**src/hw/rtl/rrts_pkg.sv**
```systemverilog
// ----------------------------------------------------------------------------
// rrts_pkg: shared types and constants of the round-robin thread scheduler
// Thread and semaphore counts, command codes, word layouts and the layout of
// one thread entry in the scheduler state memory.
// ----------------------------------------------------------------------------
package rrts_pkg;

  // Ring size and semaphore count.
  localparam int THREADS    = 4;
  localparam int SEMAPHORES = 16;

  // Derived widths.
  localparam int TID_W = (THREADS > 1) ? $clog2(THREADS) : 1;
  localparam int CNT_W = $clog2(THREADS + 1);

  // Fixed field widths of the stream words.
  localparam int MODE_W   = 3;
  localparam int SEMID_W  = 4;
  localparam int VAL_W    = 32;
  localparam int TICKS_W  = 32;
  localparam int OTID_W   = 2;
  localparam int IN_DW    = 72;
  localparam int OUT_DW   = 40;

  // Command codes.
  typedef logic [MODE_W-1:0] mode_t;
  localparam mode_t MODE_TICK   = 3'd0;
  localparam mode_t MODE_YIELD  = 3'd1;
  localparam mode_t MODE_SLEEP  = 3'd2;
  localparam mode_t MODE_WAIT   = 3'd3;
  localparam mode_t MODE_SIGNAL = 3'd4;

  // One thread entry of the state memory.
  typedef struct packed {
    logic [TICKS_W-1:0] sleep_left;
    logic               blocked;
    logic [SEMID_W-1:0] blocked_sem;
  } entry_t;

  localparam int ENTRY_W = $bits(entry_t);

  // Next thread in ring order.
  function automatic logic [TID_W-1:0] ring_next(input logic [TID_W-1:0] t);
    ring_next = (t == TID_W'(THREADS - 1)) ? '0 : t + 1'b1;
  endfunction

endpackage

```
**src/hw/rtl/rrts_ram.sv**
```systemverilog
// ----------------------------------------------------------------------------
// rrts_ram: generic simple dual-port RAM
// One write port and one read port per cycle, read data registered.
// ----------------------------------------------------------------------------
module rrts_ram #(
  parameter int WIDTH = 8,
  parameter int DEPTH = 4,
  parameter int AW    = (DEPTH > 1) ? $clog2(DEPTH) : 1
) (
  input  logic             clk,
  input  logic             we,
  input  logic [AW-1:0]    waddr,
  input  logic [WIDTH-1:0] wdata,
  input  logic [AW-1:0]    raddr,
  output logic [WIDTH-1:0] rdata
);

  logic [WIDTH-1:0] mem_r [DEPTH];

  // Write port.
  always_ff @(posedge clk) begin
    if (we) begin
      mem_r[waddr] <= wdata;
    end
  end

  // Registered read port.
  always_ff @(posedge clk) begin
    rdata <= mem_r[raddr];
  end

endmodule

```
**src/hw/rtl/round_robin_thread_scheduler.sv**
```systemverilog
// ----------------------------------------------------------------------------
// round_robin_thread_scheduler: hardware round-robin scheduler
// Tick, yield, sleep, semaphore wait and semaphore signal commands over a
// fixed ring of threads, with per-thread sleep counts and blocking.
// ----------------------------------------------------------------------------
// One command word is taken at a time and answered by one result word. The
// per-thread state lives in a small RAM that is swept once per command, one
// thread a cycle in ring order starting after the running thread, and the
// result word is assembled in a result register at the end of the sweep
// and moved into the output register once that register is free. A new
// command is taken as soon as the previous one has been finished, even while
// its result still waits in the output register. After reset thread zero runs
// and every thread is ready. When a switch finds no ready thread, the running
// thread is kept; when a signal finds no waiter, the state is kept; in both
// cases a flag is raised.
module round_robin_thread_scheduler (
  input  logic                        clk,
  input  logic                        rst_n,
  input  logic                        in_tvalid,
  output logic                        in_tready,
  // mode[2:0], sem_id[6:3], sem_value[38:7], sleep_ticks[70:39], zero[71]
  input  logic [rrts_pkg::IN_DW-1:0]  in_tdata,
  output logic                        out_tvalid,
  input  logic                        out_tready,
  // running[1:0], switched[2], none_ready[3], sem_value_out[35:4],
  // woke_valid[36], woke_thread[38:37], no_waiter[39]
  output logic [rrts_pkg::OUT_DW-1:0] out_tdata
);

  import rrts_pkg::*;

  typedef enum logic [2:0] {
    ST_IDLE  = 3'b001,
    ST_SWEEP = 3'b010,
    ST_HOLD  = 3'b100
  } state_t;

  // Input word fields.
  mode_t              in_mode;
  logic [SEMID_W-1:0] in_sem_id;
  logic [VAL_W-1:0]   in_sem_value;
  logic [TICKS_W-1:0] in_sleep_ticks;

  assign in_mode        = in_tdata[2:0];
  assign in_sem_id      = in_tdata[6:3];
  assign in_sem_value   = in_tdata[38:7];
  assign in_sleep_ticks = in_tdata[70:39];

  state_t             state_r, state_nxt;
  logic [TID_W-1:0]   run_r, run_nxt;
  logic [CNT_W-1:0]   cnt_r, cnt_nxt;
  logic [TID_W-1:0]   addr_r, addr_nxt;
  logic               rd_pend_r, rd_pend_nxt;
  logic [TID_W-1:0]   rd_tid_r, rd_tid_nxt;
  logic               rd_vld_r;
  logic [THREADS-1:0] vld_r;

  // Command captured at acceptance.
  mode_t              mode_r;
  logic [SEMID_W-1:0] sem_r;
  logic [TICKS_W-1:0] ticks_r;
  logic [VAL_W-1:0]   vout_r;
  logic               want_r, wait_act_r, sig_act_r;

  // Sweep progress.
  logic               fnd_r, fnd_nxt;
  logic [TID_W-1:0]   tgt_r, tgt_nxt;
  logic               woke_r, woke_nxt;
  logic [TID_W-1:0]   wtid_r, wtid_nxt;

  // Result and output registers.
  logic [OUT_DW-1:0]  res_r, res_nxt;
  logic               out_valid_r, out_valid_nxt;
  logic [OUT_DW-1:0]  out_data_r, out_data_nxt;

  // Accept-time decode.
  logic               accept, sem_ok, sig_val_np;
  logic [VAL_W-1:0]   vdec, vinc;

  assign accept = in_tvalid && in_tready;
  assign sem_ok = (32'(in_sem_id) < 32'(SEMAPHORES));
  assign vdec   = in_sem_value - 1'b1;
  assign vinc   = in_sem_value + 1'b1;
  assign sig_val_np = vinc[VAL_W-1] || (vinc == '0);

  // State RAM ports.
  logic [ENTRY_W-1:0] ram_rdata;
  logic               ram_we;
  entry_t             ent, ent_new;
  logic               is_run, ent_ready, last;

  rrts_ram #(
    .WIDTH (ENTRY_W),
    .DEPTH (THREADS)
  ) u_ram (
    .clk   (clk),
    .we    (ram_we),
    .waddr (rd_tid_r),
    .wdata (ent_new),
    .raddr (addr_r),
    .rdata (ram_rdata)
  );

  // Entries never written read as the reset value.
  assign ent    = rd_vld_r ? entry_t'(ram_rdata) : '0;
  assign is_run = (rd_tid_r == run_r);
  assign last   = rd_pend_r && (cnt_r == CNT_W'(THREADS));

  // Read-modify-write of the entry that arrives this cycle.
  always_comb begin
    ent_new = ent;
    ram_we  = 1'b0;
    woke_nxt = woke_r;
    wtid_nxt = wtid_r;
    if (rd_pend_r) begin
      unique case (mode_r)
        MODE_TICK: begin
          if (!is_run && ent.sleep_left != '0) begin
            ent_new.sleep_left = ent.sleep_left - 1'b1;
            ram_we = 1'b1;
          end
        end
        MODE_SLEEP: begin
          if (is_run) begin
            ent_new.sleep_left = ticks_r;
            ram_we = 1'b1;
          end
        end
        MODE_WAIT: begin
          if (wait_act_r && is_run) begin
            ent_new.blocked     = 1'b1;
            ent_new.blocked_sem = sem_r;
            ram_we = 1'b1;
          end
        end
        MODE_SIGNAL: begin
          if (sig_act_r && !woke_r && ent.blocked && ent.blocked_sem == sem_r) begin
            ent_new.blocked     = 1'b0;
            ent_new.blocked_sem = '0;
            ram_we   = 1'b1;
            woke_nxt = 1'b1;
            wtid_nxt = rd_tid_r;
          end
        end
        default: begin
        end
      endcase
    end
  end

  // First ready thread in ring order is the switch target.
  assign ent_ready = (ent_new.sleep_left == '0) && !ent_new.blocked;

  always_comb begin
    fnd_nxt = fnd_r;
    tgt_nxt = tgt_r;
    if (rd_pend_r && !fnd_r && ent_ready) begin
      fnd_nxt = 1'b1;
      tgt_nxt = rd_tid_r;
    end
  end

  // Sequencer and result assembly.
  always_comb begin
    logic sw;
    logic [OTID_W-1:0] run_o;
    sw            = want_r && fnd_nxt;
    state_nxt     = state_r;
    run_nxt       = run_r;
    cnt_nxt       = cnt_r;
    addr_nxt      = addr_r;
    rd_pend_nxt   = 1'b0;
    rd_tid_nxt    = rd_tid_r;
    res_nxt       = res_r;
    out_valid_nxt = out_valid_r && !out_tready;
    out_data_nxt  = out_data_r;
    run_o         = OTID_W'(sw ? tgt_nxt : run_r);
    unique case (state_r)
      ST_IDLE: begin
        if (accept) begin
          state_nxt = ST_SWEEP;
          cnt_nxt   = '0;
          addr_nxt  = ring_next(run_r);
        end
      end
      ST_SWEEP: begin
        if (cnt_r != CNT_W'(THREADS)) begin
          rd_pend_nxt = 1'b1;
          rd_tid_nxt  = addr_r;
          addr_nxt    = ring_next(addr_r);
          cnt_nxt     = cnt_r + 1'b1;
        end
        if (last) begin
          if (sw) begin
            run_nxt = tgt_nxt;
          end
          res_nxt = {
            sig_act_r && !woke_nxt,
            woke_nxt ? OTID_W'(wtid_nxt) : OTID_W'(0),
            woke_nxt,
            vout_r,
            want_r && !fnd_nxt,
            sw,
            run_o
          };
          state_nxt = ST_HOLD;
        end
      end
      ST_HOLD: begin
        if (!out_valid_r || out_tready) begin
          out_valid_nxt = 1'b1;
          out_data_nxt  = res_r;
          state_nxt     = ST_IDLE;
        end
      end
      default: begin
        state_nxt = ST_IDLE;
      end
    endcase
  end

  // Control registers.
  always_ff @(posedge clk) begin
    if (!rst_n) begin
      state_r     <= ST_IDLE;
      run_r       <= '0;
      cnt_r       <= '0;
      rd_pend_r   <= 1'b0;
      vld_r       <= '0;
      out_valid_r <= 1'b0;
      fnd_r       <= 1'b0;
      woke_r      <= 1'b0;
    end else begin
      state_r     <= state_nxt;
      run_r       <= run_nxt;
      cnt_r       <= cnt_nxt;
      rd_pend_r   <= rd_pend_nxt;
      out_valid_r <= out_valid_nxt;
      if (ram_we) begin
        vld_r[rd_tid_r] <= 1'b1;
      end
      if (accept) begin
        fnd_r  <= 1'b0;
        woke_r <= 1'b0;
      end else begin
        fnd_r  <= fnd_nxt;
        woke_r <= woke_nxt;
      end
    end
  end

  // Payload registers.
  always_ff @(posedge clk) begin
    addr_r     <= addr_nxt;
    rd_tid_r   <= rd_tid_nxt;
    rd_vld_r   <= vld_r[addr_r];
    tgt_r      <= tgt_nxt;
    wtid_r     <= wtid_nxt;
    res_r      <= res_nxt;
    out_data_r <= out_data_nxt;
    if (accept) begin
      mode_r     <= in_mode;
      sem_r      <= in_sem_id;
      ticks_r    <= in_sleep_ticks;
      wait_act_r <= (in_mode == MODE_WAIT) && sem_ok && vdec[VAL_W-1];
      sig_act_r  <= (in_mode == MODE_SIGNAL) && sem_ok && sig_val_np;
      want_r     <= (in_mode == MODE_TICK) || (in_mode == MODE_YIELD) ||
                    (in_mode == MODE_SLEEP) ||
                    ((in_mode == MODE_WAIT) && sem_ok && vdec[VAL_W-1]);
      if ((in_mode == MODE_WAIT) && sem_ok) begin
        vout_r <= vdec;
      end else if ((in_mode == MODE_SIGNAL) && sem_ok) begin
        vout_r <= vinc;
      end else begin
        vout_r <= in_sem_value;
      end
    end
  end

  assign in_tready  = (state_r == ST_IDLE);
  assign out_tvalid = out_valid_r;
  assign out_tdata  = out_data_r;

endmodule
```
**config.mk**
```make
export PLATFORM = sky130hd
export DESIGN_NAME = round_robin_thread_scheduler
export DESIGN_NICKNAME = d
export VERILOG_FILES = /design/src/hw/rtl/rrts_pkg.sv /design/src/hw/rtl/rrts_ram.sv /design/src/hw/rtl/round_robin_thread_scheduler.sv
export SDC_FILE = /design/constraint.sdc
export NUM_CORES = 1
export LEC_CHECK = 0
export BUFFER_PORTS_ARGS = -buffer_cell sky130_fd_sc_hd__buf_2
export CAP_MARGIN = 20
export CORE_ASPECT_RATIO = 1.75
export CORE_UTILIZATION = 45
export CTS_CLUSTER_DIAMETER = 120
export DETAILED_ROUTE_END_ITERATION = 10
export PLACE_DENSITY = 0.63
export SETUP_SLACK_MARGIN = 0.4
export SLEW_MARGIN = 20
export SYNTH_ARGS = -nofsm -noshare
export SYNTH_HDL_FRONTEND = slang
export SYNTH_HIERARCHICAL = 1
export SYNTH_SLANG_ARGS = --single-unit
```
**constraint.sdc**
```tcl
create_clock -name clk -period 5.55 [get_ports clk]
set_clock_uncertainty 0.2 [all_clocks]
set_input_delay 0.8325 -clock clk [delete_from_list [all_inputs] [get_ports clk]]
set_output_delay 0.8325 -clock clk [all_outputs]
set_load 0.01 [all_outputs]
```
==> flow_metrics.py <==
metrics = {
    "timing": {
        "setup_ws_ns": 0.694,
        "period_minus_slack_ns": 4.86,
        "finalCritPeriodShare_pct": 87.5,
        "drv_slew": 0,
        "final-setup-viol-count": 0,
        "rsz0062_at_grt": "no",
        "slew_headroom_pct": 30.9,
        "fmax_ghz": 0.206,
        "finalHoldViolations": 0,
        "worstMarginPinSlew_ns": 1.04,
        "fin_setup_tns_ns": 0,
    },
    "die": {
        "die_area_sq_um": 36200,
        "num_rows": 90,
        "die_y_microns": 251,
        "io_pins": 118,
        "die_x_microns": 144,
        "start_util_pct": 45.9,
        "design.core.area_sq_um": 34700,
    },
    "synth": {
        "synthAdderAreaFrac_pct": 0.550,
        "synth.area.top_cells": "edfxtp_1 (58%), dfxtp_1 (7.3%), mux4_2 (4.4%)",
        "ys_async_sr_fraction_pct": 0,
        "yosys.area_share.simple_pct": 12.4,
        "syn_area_sq_um": 15900,
        "syn_avg_cell_area_sq_um": 13.5,
        "yosys.area.top_type": "edfxtp_1",
        "ys.flop_type": "edfxtp_1",
        "synth_top_area_share_pct": 57.7,
        "synth_seq_cells": 364,
        "ys.warnings.count": 6,
        "ys_seq_area_share_pct": 64.9,
        "syn_nets": 1262,
        "synthXorXnorAreaFrac_pct": 2.14,
        "synth_top_family_by_area": "simple AND/OR/NAND/NOR gates",
        "synth_compound_area_share_pct": 11.5,
        "ys_types": 86,
        "syn_inst": 1179,
        "synth_mux_area_share_pct": 5.79,
        "synth_edf_count": 306,
    },
    "clock_tree": {
        "holdBufCountCts": 0,
        "clk_latency_ns": 0.53,
        "cts_resized": 0,
        "root_buffer": "clkbuf_16",
        "htreeDepth": 2,
        "clockBufferDepth": 3,
        "cts.reportedPaths.clkPinSlew_ns": 0.07,
        "cts_inserted_buffers": 35,
        "post_cts_buffers": 0,
        "clock-sinks": 364,
        "cts_tree": "yes",
    },
    "routing": {
        "route.detailed.drc": 0,
        "vias_per_cell": 5.94,
        "drt-total-wl_mm": 41.5,
        "drt_first_pass_iters": 5,
        "vias": 10600,
        "ant_nets": 0,
        "drt_iter0_drc": 727,
        "post_drt_wl_per_cell_microns": 23.2,
    },
    "placement": {
        "dp_hpwl_mm": 29.8,
        "io_buffers": 116,
        "place_congestion": 0.961,
        "preCtsSetupSlack_ns": 0.802,
    },
    "setup_path": {
        "path_max_fanout": 12,
        "crit_start": "rd_tid_r[1]",
        "required_ns": 5.64,
        "crit_arrival_ns": 4.94,
        "crit_path_start_kind": "flip-flop",
        "path_cells": "xor2_1 > o21ai_0 > nor4_1 > a21oi_1 > a2111o_1 > or4_4 > nor4_4 > nand4_4 > a21o_1 > a22o_1",
        "reg2reg_from": "rd_tid_r[1]",
        "endpoint_kind": "flip-flop",
        "critPathSlowestCell": "xor2_1",
        "path_class": "flip-flop to flip-flop",
        "slowest_delay_ns": 0.85,
        "crit_family": "simple AND/OR/NAND/NOR gates",
        "worst-path-buf-inv": 0,
    },
    "flow_run": {
        "maxCapViolCount": 0,
    },
    "finish": {
        "drive_above_1_share_pct": 20.2,
        "area_delta_synth_final_pct": 15.1,
        "multi_input_area_sq_um": 5200,
        "regArea_sq_um": 10400,
        "fill_cells": 3034,
        "fin_nets": 1387,
    },
    "grt": {
        "globalRouteOverflowTotal": 0,
        "grt_max_degree": 44,
        "grt_pass1_wl_mm": 62.2,
        "grt_pass1_vias": 10800,
        "track_usage_pct": 23.5,
        "antenna_found_initial": 0,
    },
    "power_and_ir_drop": {
        "vdd.ir_drop.worst_uv": 305,
        "power_mw": 6.39,
        "power_density_nw_per_um2": 348,
        "leakage_nw": 6.49,
    },
    "worst_hold_path": {
        "worstHoldStart": "res_r[15]",
        "hold_class": "flip-flop to flip-flop",
    },
    "outcome": {
        "status": "finished clean",
    },
}
[kinds of logic after synthesis]
logic type	after synthesis
fa+ha+maj	7
mux	42
compound gates	259
xor+xnor	39
flops	364
simple gates	376
buf+inv	92
[sequential cells by signal (all words and copies together) (netlist names), 4 cells and up]
register,flops
u_ram/rdata,37
res_r,40
vld_r,4
u_ram/mem_r,148
out_tdata,40
ticks_r,32
vout_r,32
sem_r,4
[cell usage after synthesis (6+ instances only)]
master / number
edfxtp_1: 306
nand2_1: 93
nor2_1: 65
dfxtp_1: 58
clkbuf_1: 50
o21ai_0: 50
a21oi_1: 41
nand3_1: 41
nor3_1: 32
mux4_2: 31
inv_1: 26
nor4_1: 25
xnor2_1: 24
a31oi_1: 20
and3_1: 17
xor2_1: 15
and2_1: 14
or4_1: 14
nand4_1: 13
o211ai_1: 13
nand2b_1: 12
or3_1: 12
a22o_1: 11
o22ai_1: 10
a211o_1: 8
a21o_1: 8
a22oi_1: 7
a32o_1: 7
ha_1: 7
mux4_1: 7
o31ai_1: 7
a211oi_1: 6
buf_2: 6
nor2b_1: 6
o2bb2ai_1: 6
[final timing paths]
| path | to | slack (ns) | cells after the start |
|---|---|---|---|
| worst max-delay path | res_r[0] | 0.69 | 10 |
| worst min-delay path | out_tdata[15] | 0.22 | 0 |
| worst max register to register | res_r[0] | 0.69 | 10 |
| worst min register to register | out_tdata[15] | 0.22 | 0 |
[layout by cell type (no fill, tap or decap), types with 13 or more instances in the layout]
| master | instances |
|---|---|
| a31oi_1 | 20 |
| or4_1 | 14 |
| xnor2_1 | 24 |
| buf_4 | 38 |
| dfxtp_1 | 57 |
| xor2_1 | 15 |
| nand3_1 | 41 |
| o211ai_1 | 13 |
| mux4_2 | 31 |
| buf_2 | 116 |
| nor3_1 | 32 |
| and2_1 | 14 |
| and3_1 | 16 |
| nor2_1 | 64 |
| o21ai_0 | 50 |
| inv_1 | 25 |
| nand4_1 | 13 |
| edfxtp_1 | 306 |
| clkbuf_16 | 36 |
| a21oi_1 | 41 |
| nor4_1 | 24 |
| nand2_1 | 93 |
[layer usage]
| metal | vias to the layer above | share of wire, % | global-route usage [%] |
|---|---|---|---|
| li1 | 4916 | - | - |
| met1 | 5275 | 35 | 23.8 |
| met2 | 341 | 55 | 44.6 |
| met3 | 106 | 4.4 | 3.73 |
| met4 | 0 | 5.5 | 13.0 |
| met5 | - | 0 | 0 |
[cell type report]
class	instances	share of cell area, %
diodes	1	0.0136
well taps	460	3.14
flip-flops and latches	364	56.4
repair buffers	154	4.72
clock buffers	45	5.42
inverters	26	0.539
clock inverters	18	1.40
multi-input cells	723	28.4
[report_power, final]
group	internal, mW	switching, mW
clock network	1.55	1.02
logic	0.177	0.294
registers	3.17	0.180
[per-stage QoR]
step | utilization [%] | hold WS, ns | cell area, sq um | instances
after CTS | 52.9 | 0.214 | 18300 | 1790
after floorplan | - | 0.200 | 15900 | 1179
after global routing | 52.9 | 0.221 | 18300 | 1790
after detailed placement | 49.3 | 0.205 | 17100 | 1727
after global placement | 49.3 | 0.202 | 17100 | 1727
final | 52.9 | 0.215 | 18300 | 1791
Note: power is estimated with default switching activity, not from simulation.
